### src/hdl/bpt_pkg.sv
package bpt_pkg;

  localparam int WORD_LINES  = 512;
  localparam int SLICE_WIDTH = 64;

  localparam int DATA_W   = 64;
  localparam int ADDR_W   = 18;
  localparam int PLANES   = 8;
  localparam int CFG_IDX_W = 8;
  localparam int CFG_DAT_W = 16;

  localparam int BEATS_RAW = (SLICE_WIDTH + 7) / 8;
  localparam int BEATS     = (BEATS_RAW > 8) ? 8 : ((BEATS_RAW < 1) ? 1 : BEATS_RAW);
  localparam int ROW_BITS  = BEATS * 8;
  localparam int ROW_MAX   = 512;

  localparam logic [DATA_W-1:0] SLICE_MASK =
    (SLICE_WIDTH >= DATA_W) ? {DATA_W{1'b1}} : ((64'd1 << SLICE_WIDTH) - 64'd1);

  typedef enum logic [CFG_IDX_W-1:0] {
    REG_BASE_ARRAY  = 8'd0,
    REG_ROW_COUNT   = 8'd1,
    REG_TOP_BIT     = 8'd2,
    REG_BUFFER_MODE = 8'd3
  } cfg_reg_t;

  // subarray offset per plane, indexed by buffer mode
  localparam logic [4:0] PLANE_OFFSET [4][PLANES] = '{
    '{5'd0, 5'd0, 5'd0,  5'd0,  5'd0,  5'd0,  5'd0,  5'd0},
    '{5'd0, 5'd1, 5'd2,  5'd4,  5'd5,  5'd6,  5'd8,  5'd9},
    '{5'd0, 5'd1, 5'd4,  5'd5,  5'd8,  5'd9,  5'd12, 5'd13},
    '{5'd0, 5'd4, 5'd8,  5'd12, 5'd16, 5'd20, 5'd24, 5'd28}
  };

endpackage

### src/hdl/bpt_in_if.sv
interface bpt_in_if;
  import bpt_pkg::*;
  logic              valid;
  logic              ready;
  logic [DATA_W-1:0] data_word;
  modport source (output valid, output data_word, input ready);
  modport sink   (input valid, input data_word, output ready);
endinterface

### src/hdl/bpt_out_if.sv
interface bpt_out_if;
  import bpt_pkg::*;
  logic              valid;
  logic              ready;
  logic [ADDR_W-1:0] array_address;
  logic [DATA_W-1:0] bit_slice;
  logic [2:0]        plane_index;
  logic              row_last;
  logic              job_done;
  modport source (output valid, output array_address, output bit_slice,
                  output plane_index, output row_last, output job_done, input ready);
  modport sink   (input valid, input array_address, input bit_slice,
                  input plane_index, input row_last, input job_done, output ready);
endinterface

### src/hdl/bpt_cfg_if.sv
interface bpt_cfg_if;
  import bpt_pkg::*;
  logic                 valid;
  logic                 ready;
  logic [CFG_IDX_W-1:0] index;
  logic [CFG_DAT_W-1:0] data;
  modport source (output valid, output index, output data, input ready);
  modport sink   (input valid, input index, input data, output ready);
endinterface

### src/hdl/bit_plane_transposer_core.sv
// Channel   Dir  Word                                         Taken when
// cfg       in   index, data (register write)                 cfg.valid & cfg.ready
// data_in   in   data_word, eight row bytes little-endian     data_in.valid & data_in.ready
// data_out  out  array_address, bit_slice, plane_index,       data_out.valid & data_out.ready
//                row_last, job_done
//
// A row takes BEATS input words, one a cycle while data_in is not stalled,
// each shifting one byte of every bit plane into the gather bank. The finished
// row moves to the emit bank, which gives one plane a cycle while data_out is
// ready, planes 0 to top_bit. Gathering of the next row overlaps emission; only
// the row's final word waits while the emit bank still drains. Config is always ready.
// Reset (rst, synchronous) clears counters, flags and config registers; the banks
// hold no reset value and need no clearing pass.
module bit_plane_transposer_core (
  input logic clk,
  input logic rst,
  bpt_cfg_if.sink   cfg,
  bpt_in_if.sink    data_in,
  bpt_out_if.source data_out
);
  import bpt_pkg::*;

  // configuration
  logic [7:0] base_array;
  logic [9:0] row_count;
  logic [2:0] top_bit;
  logic [1:0] buffer_mode;

  // gather side
  logic [2:0]          beat_count;
  logic [8:0]          row_index;
  logic [ROW_BITS-1:0] gplane      [PLANES];
  logic [ROW_BITS-1:0] gplane_next [PLANES];
  logic [7:0]          byte_bits   [PLANES];

  // emit side
  logic                busy;
  logic [2:0]          pcnt;
  logic [8:0]          emit_row;
  logic                emit_last_row;
  logic [ROW_BITS-1:0] bank [PLANES];

  logic       final_beat, in_acc, load, out_acc, is_last, last_row;
  logic [9:0] rows;
  logic [8:0] array_id;

  assign cfg.ready = 1'b1;

  always_ff @(posedge clk) begin
    if (rst) begin
      base_array  <= 8'd0;
      row_count   <= 10'd512;
      top_bit     <= 3'd7;
      buffer_mode <= 2'd3;
    end else if (cfg.valid) begin
      case (cfg.index)
        REG_BASE_ARRAY:  base_array  <= cfg.data[7:0];
        REG_ROW_COUNT:   row_count   <= cfg.data[9:0];
        REG_TOP_BIT:     top_bit     <= cfg.data[2:0];
        REG_BUFFER_MODE: buffer_mode <= cfg.data[1:0];
        default: ;
      endcase
    end
  end

  // rows per job: zero reads as one, saturate at counter reach
  always_comb begin
    if (row_count == 10'd0) rows = 10'd1;
    else if (row_count > 10'(ROW_MAX)) rows = 10'(ROW_MAX);
    else rows = row_count;
  end
  assign last_row = ({1'b0, row_index} + 10'd1) >= rows;

  assign final_beat    = (beat_count == 3'(BEATS - 1));
  assign data_in.ready = !(busy && final_beat);
  assign in_acc        = data_in.valid && data_in.ready;
  assign load          = in_acc && final_beat;

  // one byte of each plane per word: new bits enter at the top
  always_comb begin
    for (int p = 0; p < PLANES; p++) begin
      for (int k = 0; k < 8; k++) byte_bits[p][k] = data_in.data_word[8*k + p];
      gplane_next[p] = (gplane[p] >> 8) | (ROW_BITS'(byte_bits[p]) << (ROW_BITS - 8));
    end
  end

  always_ff @(posedge clk) begin
    if (in_acc) begin
      for (int p = 0; p < PLANES; p++) gplane[p] <= gplane_next[p];
    end
  end

  always_ff @(posedge clk) begin
    if (rst) begin
      beat_count <= 3'd0;
      row_index  <= 9'd0;
    end else if (in_acc) begin
      if (final_beat) begin
        beat_count <= 3'd0;
        row_index  <= last_row ? 9'd0 : row_index + 9'd1;
      end else begin
        beat_count <= beat_count + 3'd1;
      end
    end
  end

  assign is_last = (pcnt == top_bit);
  assign out_acc = busy && data_out.ready;

  always_ff @(posedge clk) begin
    if (rst) begin
      busy <= 1'b0;
      pcnt <= 3'd0;
    end else if (load) begin
      busy <= 1'b1;
      pcnt <= 3'd0;
    end else if (out_acc) begin
      if (is_last) busy <= 1'b0;
      else pcnt <= pcnt + 3'd1;
    end
  end

  // emit bank: plane 0 at the head, shifted down one plane per word
  always_ff @(posedge clk) begin
    if (load) begin
      for (int p = 0; p < PLANES; p++) bank[p] <= gplane_next[p];
      emit_row      <= row_index;
      emit_last_row <= last_row;
    end else if (out_acc) begin
      for (int p = 0; p < PLANES - 1; p++) bank[p] <= bank[p+1];
    end
  end

  assign array_id = 9'(base_array) + 9'(PLANE_OFFSET[buffer_mode][pcnt]);

  assign data_out.valid         = busy;
  assign data_out.array_address = ADDR_W'(32'(array_id) * WORD_LINES + 32'(emit_row));
  assign data_out.bit_slice     = DATA_W'(bank[0]) & SLICE_MASK;
  assign data_out.plane_index   = pcnt;
  assign data_out.row_last      = is_last;
  assign data_out.job_done      = is_last && emit_last_row;

`ifndef SYNTHESIS
  a_stall_only_busy: assert property (@(posedge clk) disable iff (rst)
    !data_in.ready |-> busy)
    else $error("input stalled with emit bank empty");

  a_done_on_row_last: assert property (@(posedge clk) disable iff (rst)
    data_out.valid && data_out.job_done |-> data_out.row_last)
    else $error("job_done without row_last");

  a_drain_ends: assert property (@(posedge clk) disable iff (rst)
    data_out.valid && data_out.ready && data_out.row_last |=> !data_out.valid)
    else $error("emit bank still busy after last plane");

  a_plane_step: assert property (@(posedge clk) disable iff (rst)
    data_out.valid && data_out.ready && !data_out.row_last |=>
      data_out.valid && (data_out.plane_index == 3'($past(data_out.plane_index) + 3'd1)))
    else $error("plane index did not advance");
`endif

endmodule
### src/flat_wrapper.sv
// flat-port wrapper written by rule: the top's interface ports become plain ports
module bit_plane_transposer_core_flat import bpt_pkg::*;
  (clk, rst, cfg_valid, cfg_index, cfg_data, cfg_ready, data_in_valid, data_in_data_word, data_in_ready, data_out_valid, data_out_array_address, data_out_bit_slice, data_out_plane_index, data_out_row_last, data_out_job_done, data_out_ready);
  bpt_cfg_if cfg_i ();
  bpt_in_if data_in_i ();
  bpt_out_if data_out_i ();
  input logic clk;
  input logic rst;
  input wire logic [$bits(cfg_i.valid)-1:0] cfg_valid;
  input wire logic [$bits(cfg_i.index)-1:0] cfg_index;
  input wire logic [$bits(cfg_i.data)-1:0] cfg_data;
  output wire logic [$bits(cfg_i.ready)-1:0] cfg_ready;
  input wire logic [$bits(data_in_i.valid)-1:0] data_in_valid;
  input wire logic [$bits(data_in_i.data_word)-1:0] data_in_data_word;
  output wire logic [$bits(data_in_i.ready)-1:0] data_in_ready;
  output wire logic [$bits(data_out_i.valid)-1:0] data_out_valid;
  output wire logic [$bits(data_out_i.array_address)-1:0] data_out_array_address;
  output wire logic [$bits(data_out_i.bit_slice)-1:0] data_out_bit_slice;
  output wire logic [$bits(data_out_i.plane_index)-1:0] data_out_plane_index;
  output wire logic [$bits(data_out_i.row_last)-1:0] data_out_row_last;
  output wire logic [$bits(data_out_i.job_done)-1:0] data_out_job_done;
  input wire logic [$bits(data_out_i.ready)-1:0] data_out_ready;
  assign cfg_i.valid = cfg_valid;
  assign cfg_i.index = cfg_index;
  assign cfg_i.data = cfg_data;
  assign cfg_ready = cfg_i.ready;
  assign data_in_i.valid = data_in_valid;
  assign data_in_i.data_word = data_in_data_word;
  assign data_in_ready = data_in_i.ready;
  assign data_out_valid = data_out_i.valid;
  assign data_out_array_address = data_out_i.array_address;
  assign data_out_bit_slice = data_out_i.bit_slice;
  assign data_out_plane_index = data_out_i.plane_index;
  assign data_out_row_last = data_out_i.row_last;
  assign data_out_job_done = data_out_i.job_done;
  assign data_out_i.ready = data_out_ready;
  bit_plane_transposer_core u_core (.clk(clk), .rst(rst), .cfg(cfg_i), .data_in(data_in_i), .data_out(data_out_i));
endmodule
### config.mk
export PLATFORM = sky130hd
export DESIGN_NAME = bit_plane_transposer_core_flat
export DESIGN_NICKNAME = d
export VERILOG_FILES = /design/src/hdl/bpt_pkg.sv /design/src/hdl/bpt_in_if.sv /design/src/hdl/bpt_out_if.sv /design/src/hdl/bpt_cfg_if.sv /design/src/hdl/bit_plane_transposer_core.sv /design/src/flat_wrapper.sv
export SDC_FILE = /design/constraint.sdc
export NUM_CORES = 1
export LEC_CHECK = 0
export BUFFER_PORTS_ARGS = -buffer_cell sky130_fd_sc_hd__buf_2
export CORE_MARGIN = 2
export CORE_UTILIZATION = 60
export DETAILED_ROUTE_END_ITERATION = 7
export PLACE_DENSITY = 0.81
export SLEW_MARGIN = 40
export SYNTH_ARGS = -nofsm -noshare
export SYNTH_HDL_FRONTEND = slang
export SYNTH_SLANG_ARGS = --single-unit
### constraint.sdc
create_clock -name clk -period 22.2 [get_ports clk]
set_clock_uncertainty 0.15 [all_clocks]
set_input_delay 3.33 -clock clk [delete_from_list [all_inputs] [get_ports clk]]
set_output_delay 3.33 -clock clk [all_outputs]
set_load 0.01 [all_outputs]
Word level (Yosys, flattened, before mapping)
Memory sizes are Yosys's and may differ from the RTL's.
Index checks and enable logic that the tools add are counted.

storage, ports and cells
  register bits = 49
  memory bits (writable) = 1024
  input port bits = 93
  word-level logic and storage cells = 90
  memories kept = 2

operators by class
  add/sub/neg operators = 6
  magnitude comparators = 4
  equality and inequality tests = 5
  multiplexer cells = 27
  bitwise operators = 18
  reductions and logical operators = 18

memory list
  name           words  width  read ports  clocked after Yosys merged registers in  wr ports  RTL line                         RTL
  u_core.bank    8      64     8           0                                        8         bit_plane_transposer_core.sv:41  logic [ROW_BITS-1:0] bank [PLANES];
  u_core.gplane  8      64     8           0                                        8         bit_plane_transposer_core.sv:32  logic [ROW_BITS-1:0] gplane [PLANES];

operators with widths
  operator                number
  $or A56 B64 Y64         8
  $mux W64                7
  $bmux W40 S2            1
  $mux W40                2
  $mux W10                2
  $add A18 B9 Y18         1
  $eq A8 B2 Y1 const B    2
  $bmux W5 S3             1
  $reduce_and A2 Y1       7
  $add A9 B1 Y10 const B  1
  $ge A10 B10 Y1          1
  $gt A10 B10 Y1 const B  1
  $logic_not A10 Y1       1
  $mux W1                 10
  $mux W5                 2
  $add A8 B5 Y9           1
  $add A9 B1 Y9 const B   1
  $mux W9                 1
  $eq A8 B1 Y1 const B    1
  $logic_not A8 Y1        1
  $or A1 B1 Y1            7
  $add A3 B1 Y3 const B   2
  $logic_and A1 B1 Y1     5
  $ge A4 B4 Y1 const B    1
  other kinds (10)        11

Logic depth before layout (Yosys ltp)
Gate-level depths: netlist of run 1.

  word-level depth = 9
  gate-level depth with buffers = 13
  depth with buffers taken out = 12

Least setup slack after synthesis of run 1
Ideal clock, no wire load.

  kind = input -> register
  from = input data_in_valid
  to = register u_core.beat_count[1]
  library setup time = 0.156 ns
  arrival = 16.617 ns
  required time = 21.894 ns
  slack = 5.278 ns
  cell stages on the path = 4
  path buffers = 1
  path through = and2_1 clkbuf_1 mux2i_1 nor2_1

between the ends
  word-level cells in the longest chain between the ends = 1

ends and longest elaborated chain
  what                  RTL line                          RTL
  from (decl)           flat_wrapper.sv:13                input wire logic [$bits(data_in_i.valid)-1:0] data_in_valid;
  $logic_and A1 B1 Y1   bit_plane_transposer_core.sv:76   assign in_acc = data_in.valid && data_in.ready;
  via u_core.in_acc     bit_plane_transposer_core.sv:43   logic final_beat, in_acc, load, out_acc, is_last, last_row;
  to (signal assigned)  bit_plane_transposer_core.sv:102  beat_count <= beat_count + 3'd1;
  to (decl)             bit_plane_transposer_core.sv:30   logic [2:0] beat_count;

The timed path passes the listed nets, and every way through them passes these cells.
A chain may end at the register's enable or synchronous reset.

Final worst setup path of run 1
  from = register u_core.pcnt[1], in the netlist u_core.data_out.plane_index[1]
  to = output data_out_array_address[15]

between the ends
  word-level cells in the longest chain between the ends = 6

ends and longest elaborated chain
  what                                         RTL line                          RTL
  from (decl)                                  bit_plane_transposer_core.sv:38   logic [2:0] pcnt;
  from (signal assigned)                       bit_plane_transposer_core.sv:119  else pcnt <= pcnt + 3'd1;
  $not A3 Y4 (not written as such)             bit_plane_transposer_core.sv:134  assign array_id = 9'(base_array) + 9'(PLANE_OFFSET[buffer_mode][pcnt]);
  $bmux W5 S3                                  bit_plane_transposer_core.sv:134
  $mux W5 (not written as such) (2 in series)  bit_plane_transposer_core.sv:134
  $add A8 B5 Y9                                bit_plane_transposer_core.sv:134
  $add A18 B9 Y18                              bit_plane_transposer_core.sv:137  assign data_out.array_address = ADDR_W'(32'(array_id) * WORD_LINES + 32'(emit_row));
  to (decl)                                    flat_wrapper.sv:17                output wire logic [$bits(data_out_i.array_address)-1:0] data_out_array_address;

Every way passes these cells. The select of a mux whose other input is x is not followed.

==> results of run 1 <==
## per-layer routing
layer	global-route usage	vias to the layer above	wire, um
li1	-	7728	-
met1	0.2698	8558	25960
met2	0.3457	518	33180
met3	0.03382	100	3445
met4	0.07270	4	1695
met5	0	-	25
## power groups by stage
stage          registers [uW]  clock network [uW]  logic (uW)
2_1_floorplan            2210                   0        47.3
3_3_place_gp             2200                   0        69.4
3_5_place_dp             2200                   0        72.4
4_1_cts                  2160                1650        74.5
5_1_grt                  2170                1720        80.6
6_report                 2170                1620        73.5
## worst max-delay path by stage
stage                                       to  slack, ns
CTS                 data_out_array_address[15]      15.30
finish              data_out_array_address[15]      15.32
floorplan                 u_core.beat_count[1]       5.28
detailed placement          u_core.bank[0][96]      15.04
global route        data_out_array_address[15]      15.05
global placement             u_core.bank[0][6]      14.83
## worst max-delay path: stages, from the launching register on
cell and delay [ns]:
dfxtp_1 0.62, xnor2_1 0.19, nand2_1 0.07, o211ai_1 0.08, o21ai_0 0.12, ha_1 0.24, fa_1 0.44, a21o_1 0.19
a21oi_1 0.23, nor2b_1 0.09, o21ai_0 0.20, xnor2_1 0.14, buf_2 0.14
## sequential cells by signal, summed over array words and instances (netlist names)
signal,flops
u_core.gplane,448
u_core.row_index,9
u_core.base_array,8
u_core.bank,512
u_core.beat_count,3
u_core.emit_row,9
u_core.data_out.valid,1
u_core.data_out.plane_index,3
u_core.top_bit,3
u_core.buffer_mode,2
u_core.emit_last_row,1
u_core.row_count,10
## area by class of cell
cell class              instances  area, sq um  share of cell area
inverters                      10        42.54            0.001013
clock buffers                 115         2495             0.05943
clock inverters                61        671.9             0.01601
repair buffers                194         1162             0.02769
multi-input cells             812         6641              0.1582
flip-flops and latches       1009        29910              0.7125
diodes                          4        10.01           0.0002384
well taps                     837         1047             0.02495
## stage by stage
step                hold slack [ns]  worst slack [ns]
CTS                          0.2690             15.30
finish                       0.2677             15.32
global route                 0.2776             15.05
detailed placement           0.2554             15.04
floorplan                    0.2503             5.278
global placement             0.2508             14.83
## cells by family (layout without fill, tap and decap cells)
kind of cell             Yosys count  count (layout)  share of synthesized area
AO/OA/AOI/OAI                     51              51                   0.008647
XOR/XNOR                          19              19                   0.004458
adder cells (fa/ha/maj)           23              23                   0.007910
buffers and inverters            149             380                    0.02179
flip-flops                      1009            1009                     0.8012
multiplexers                     397             397                     0.1197
other                              1               5                  0.0001005
AND/OR/NAND/NOR                  321             321                    0.03623
## cell usage in the layout (no fill, tap or decap), types with 3 or more instances in the layout
| cell | n |
|---|---|
| a211o_1 | 7 |
| a21oi_1 | 23 |
| a31oi_1 | 3 |
| a41o_1 | 3 |
| and2_1 | 3 |
| buf_12 | 3 |
| buf_16 | 3 |
| buf_2 | 175 |
| buf_6 | 9 |
| bufinv_16 | 11 |
| clkbuf_1 | 18 |
| clkbuf_16 | 97 |
| clkinv_1 | 20 |
| clkinv_16 | 3 |
| clkinv_2 | 18 |
| clkinvlp_4 | 7 |
| dfxtp_1 | 39 |
| diode_2 | 4 |
| edfxtp_1 | 970 |
| ha_1 | 22 |
| inv_1 | 8 |
| inv_6 | 3 |
| mux2_2 | 385 |
| mux2i_1 | 11 |
| nand2_1 | 240 |
| nand3_1 | 10 |
| nand3b_1 | 3 |
| nand4_1 | 4 |
| nor2_1 | 28 |
| nor3_1 | 11 |
| nor3b_1 | 5 |
| o21ai_0 | 6 |
| xnor2_1 | 12 |
| xor2_1 | 7 |
==> run metrics, run 1 <==
outcome=completed; worst hold stages=0; post_cts resized=0; synth unique cells=47; FP Rows=91; Total Routed Length=64300 um; Placed Area=38740 sq um; initial antenna violation count=6; FF-to-FF Start=u_core.data_out.valid; clock latency on the worst-skew pair=0.66 ns; Tot Pwr=3862 uW; vias in the first global route=17590; CTS Buf Count=96; design area=41980 sq um; reg2reg end=u_core.bank[0][419]; area leader, netlist=edfxtp_1; ys flop type=edfxtp_1; FILL cells=3614; Inst Count DP=2860; WHS Endpoint=u_core.gplane[0][180]; sequential power share=0.561; clock sinks=1009; unrepaired setup endpoints after global routing=no; pwr dens=92.01 nW/um^2; Die W=253.4 um; Avg Vias per Cell=5.558; Worst Path Required=18.72 ns; Tot GR Track Use=0.2041; initial DRC count=1461; WL/cell=21.14 um; min-delay src=u_core.gplane[0][188]; vias=16910; sw frac=0.1950; ANT nets after route=0; post-synthesis register bit count=1009; internal power=3109 uW; Hold Crit Class=reg2reg; Mapped Area=37330 sq um; Max Cap Viol=0; CP endpoint kind=primary output; Pre-antenna DRT Iters=6; chip height=253.4 um; Post-synth EDFFs=970; fin cells=3042; WS Path Type=reg2out; Gate power share=0.019; setup bufs post-CTS=0; share of layout cells above drive strength 1=0.3312; DIE AREA=64230 sq um; nets@finish=2239; final core occ=0.6815; fmax=145.4 MHz; I/O pins=183; Final period util=0.3098; routability cong.=0.7987; worst slew pin tran=0.8232 ns; power share of the clock group=0.420; Initial Util=0.6060; largest net degree at the start of global routing=102; Syn Area/Cell=18.95 sq um; Congestion Overflow GR=0; crit-path max FO=13; I/O Buffers=175; Worst Setup Start Kind=flop; first-pass GRT wire length=99350 um; Mapped Nets=2086; setup TNS=0 ns; Final Hold Viols=0; min cycle time layout=6.877 ns; post-synth top area share=0.7803; Worst Setup SP=u_core.data_out.plane_index[1]; final setup violation count=0; FF-to-FF setup slack=18.33 ns; CP Data Arrival Time=3.40 ns; Ys Warns=0; Psw=753.1 uW; CTS tree=yes; Max Slew Vio Count=0; Synth async-reset ratio=0; drc violations=0; Synth area leaders=edfxtp_1 (78%), mux2_2 (12%), nand2_1 (2.4%); deepest clock path buffer count=3; Root Buffer=clkbuf_16; top post-synthesis cells by count=edfxtp_1 (970), mux2_2 (385), nand2_1 (242); H-tree depth=3; peak supply drop=76.22 uV; core area=61600 sq um; area delta synth->final=12.45%; R2R cell count=6; leak pwr=0.01462 uW; Cells after Synth=1970; Slew headroom=0.4512; most common cell in the netlist=edfxtp_1; clock-pin slew on the worst setup and hold paths=0.06 ns; Seq/Total Area, Yosys=0.8012; HPWL after DPL=36540 um; Hold Buf Count CTS=0
Note: power is estimated with default switching activity, not from simulation.
==> inputs of run 2 (changes only) <==
==> constraint.sdc (replaced) <==
create_clock -name clk -period 6.9 [get_ports clk]
set_clock_uncertainty 0.15 [all_clocks]
set_input_delay 1.035 -clock clk [delete_from_list [all_inputs] [get_ports clk]]
set_output_delay 1.035 -clock clk [all_outputs]
set_load 0.01 [all_outputs]
==> run 2 against run 1 <==
  * Count of clock-buffer cells in the layout is 1 lower
  * Critical path depth stayed put
  * Cell count hardly changed
  * Worst setup slack worse by 13 ns
  * Design area is 0.28% lower
  * Via count is 0.28% lower
  * Die area stayed put
  * Sequential power grew to 3.2 times the previous value
  * Combinational power grew to 3.3 times the previous value
  * Non-clock buffer count is 2 higher
  * Register-to-register slack worse by 15 ns
==> run metrics, run 2 (same netlist as run 1, synthesis figures left out) <==
outcome=completed (unchanged); final setup violation count=0 (unchanged); I/O Buffers=175 (unchanged); Worst Setup Start Kind=flop (unchanged); Worst Setup SP=u_core.data_out.plane_index[1] (unchanged); Congestion Overflow GR=0 (unchanged); vias=16860 (was 16910); most frequent cells in the layout=edfxtp_1 (970), mux2_2 (385), nand2_1 (240) (unchanged); Die W=253.4 um (unchanged); deepest clock path buffer count=3 (unchanged); Pre-antenna DRT Iters=5 (was 6); Psw=2378 uW (was 753.1 uW); FILL cells=3619 (was 3614); core area=61600 sq um (unchanged); Top reg by flops=u_core.bank (unchanged); most common cell after layout, fill and taps aside=edfxtp_1 (unchanged); pwr dens=292.7 nW/um^2 (was 92.01 nW/um^2); routability cong.=0.7743 (was 0.7987); internal power=9876 uW (was 3109 uW); post_cts resized=0 (unchanged); Final Hold Viols=0 (unchanged); fin cells=3040 (was 3042); nets@finish=2241 (was 2239); setup TNS=0 ns (unchanged); clock-pin slew on the worst setup and hold paths=0.06 ns (about the same); FP Rows=91 (unchanged); initial antenna violation count=9 (was 6); sequential power share=0.568 (was 0.561); largest net degree at the start of global routing=167 (was 102); DIE AREA=64230 sq um (unchanged); min cycle time layout=4.673 ns; WS Path Type=reg2out (unchanged); Post-Place Worst Slack=2.855 ns (was 15.04 ns); CP Data Arrival Time=3.49 ns (was 3.40 ns); setup bufs post-CTS=0 (unchanged); leak pwr=0.01458 uW (was 0.01462 uW); biggest regs=u_core.bank: 512 flops, u_core.gplane: 448 flops, u_core.row_count: 10 flops (unchanged); Tot GR Track Use=0.2012 (was 0.2041); chip height=253.4 um (unchanged); drc violations=0 (unchanged); first-pass GRT wire length=97790 um (was 99350 um); Initial Util=0.6060 (unchanged); share of layout cells above drive strength 1=0.3301 (was 0.3312); peak supply drop=229.1 uV (was 76.22 uV); clock latency on the worst-skew pair=0.66 ns (about the same); unrepaired setup endpoints after global routing=no (unchanged); ANT nets after route=0 (unchanged); max reg flops=512 (unchanged); Hold Crit Class=reg2reg (unchanged); Final period util=0.6772; CTS Buf Count=96 (unchanged); HPWL after DPL=37080 um (was 36540 um); power share of the clock group=0.412 (was 0.420); Inst Count DP=2862 (was 2860); fin worst setup slack=2.227 ns (was 15.32 ns); Max Slew Vio Count=0 (unchanged); I/O pins=183 (unchanged); Max Cap Viol=0 (unchanged); Gate power share=0.020 (was 0.019); Root Buffer=clkbuf_16 (unchanged); Avg Vias per Cell=5.546 (was 5.558); Worst Path Required=5.71 ns (was 18.72 ns); crit-path max FO=13 (unchanged); fmax=214.0 MHz; initial DRC count=1466 (was 1461); H-tree depth=3 (unchanged); vias in the first global route=17240 (was 17590); clock sinks=1009 (unchanged); CP endpoint kind=primary output (unchanged); Total Routed Length=64850 um (was 64300 um); Slew headroom=0.4511 (was 0.4512); min-delay src=u_core.gplane[1][205] (was u_core.gplane[0][188]); WL/cell=21.33 um (was 21.14 um); FF-to-FF Start=u_core.data_out.valid (unchanged); sw frac=0.1940 (was 0.1950); CTS tree=yes (unchanged); Hold Buf Count CTS=0 (unchanged); area delta synth->final=12.14% (was 12.45%); worst slew pin tran=0.8233 ns (was 0.8232 ns)
[run 2: changes by cell type in the layout (fill, tap and decap cells not counted), moves of 2 or more]
cell / delta
buf_4: +8
buf_6: -7
bufinv_16: -4
clkbuf_1: -3
clkinv_16: -3
diode_2: +3
buf_12: +2
clkbuf_16: +2
clkinv_1: +2
clkinv_8: +2
clkinvlp_4: -2
inv_6: -2
[run 2: path summary, 6_finish.rpt]
kind	endpoint	slack, ns	cells after the start
setup / recovery	data_out_array_address[15]	2.23	12
setup reg to reg	u_core.bank[0][134]	3.52	5
hold / removal	u_core.bank[0][453]	0.27	0
hold reg to reg	u_core.bank[0][453]	0.27	0
[run 2: layout make-up]
type                            count  area [sq um]  area share
Sequential cell                  1009         29910      0.7144
Timing Repair Buffer              196          1170     0.02795
Clock buffer                      114          2534     0.06052
Antenna cell                        7         17.52   0.0004184
Multi-Input combinational cell    812          6650      0.1589
Tap cell                          837          1047     0.02502
Inverter                           10         42.54    0.001016
Clock inverter                     55         493.0     0.01178
[run 2: through the flow]
step	hold WS, ns	power [uW]	util	area [sq um]
floorplan	0.2503	7214	-	37340
global placement	0.2519	7306	0.6281	38690
detailed placement	0.2554	7326	0.6293	38760
CTS	0.2638	12320	0.6784	41790
global route	0.2727	12570	0.6796	41860
finish	0.2668	12250	0.6796	41860
[run 2: routing by layer]
layer / wire [um] / track usage / share of wire
met2: 33150 / 0.3361 / 0.51
met1: 26400 / 0.2635 / 0.41
met3: 3287 / 0.03577 / 0.051
met4: 1971 / 0.08267 / 0.030
met5: 39 / 0 / 0.00060
[run 2: power groups by stage]
stage / registers [uW] / clock network (uW) / logic (uW)
after global routing: 6980 / 5330 / 262
after global placement: 7080 / 0 / 229
after floorplan: 7060 / 0 / 151
after detailed placement: 7090 / 0 / 237
after CTS: 6960 / 5110 / 243
final: 6970 / 5050 / 241
[run 2: worst max-delay path, stage by stage (launching register included)]
cell and delay (ns):
dfxtp_1 0.65, xnor2_1 0.21, nand2_1 0.08, o211ai_1 0.08, o21ai_0 0.13, ha_1 0.25
fa_1 0.44, a21o_1 0.20, a21oi_1 0.23, nor2b_1 0.10, o21ai_0 0.20, xnor2_1 0.14
buf_2 0.15
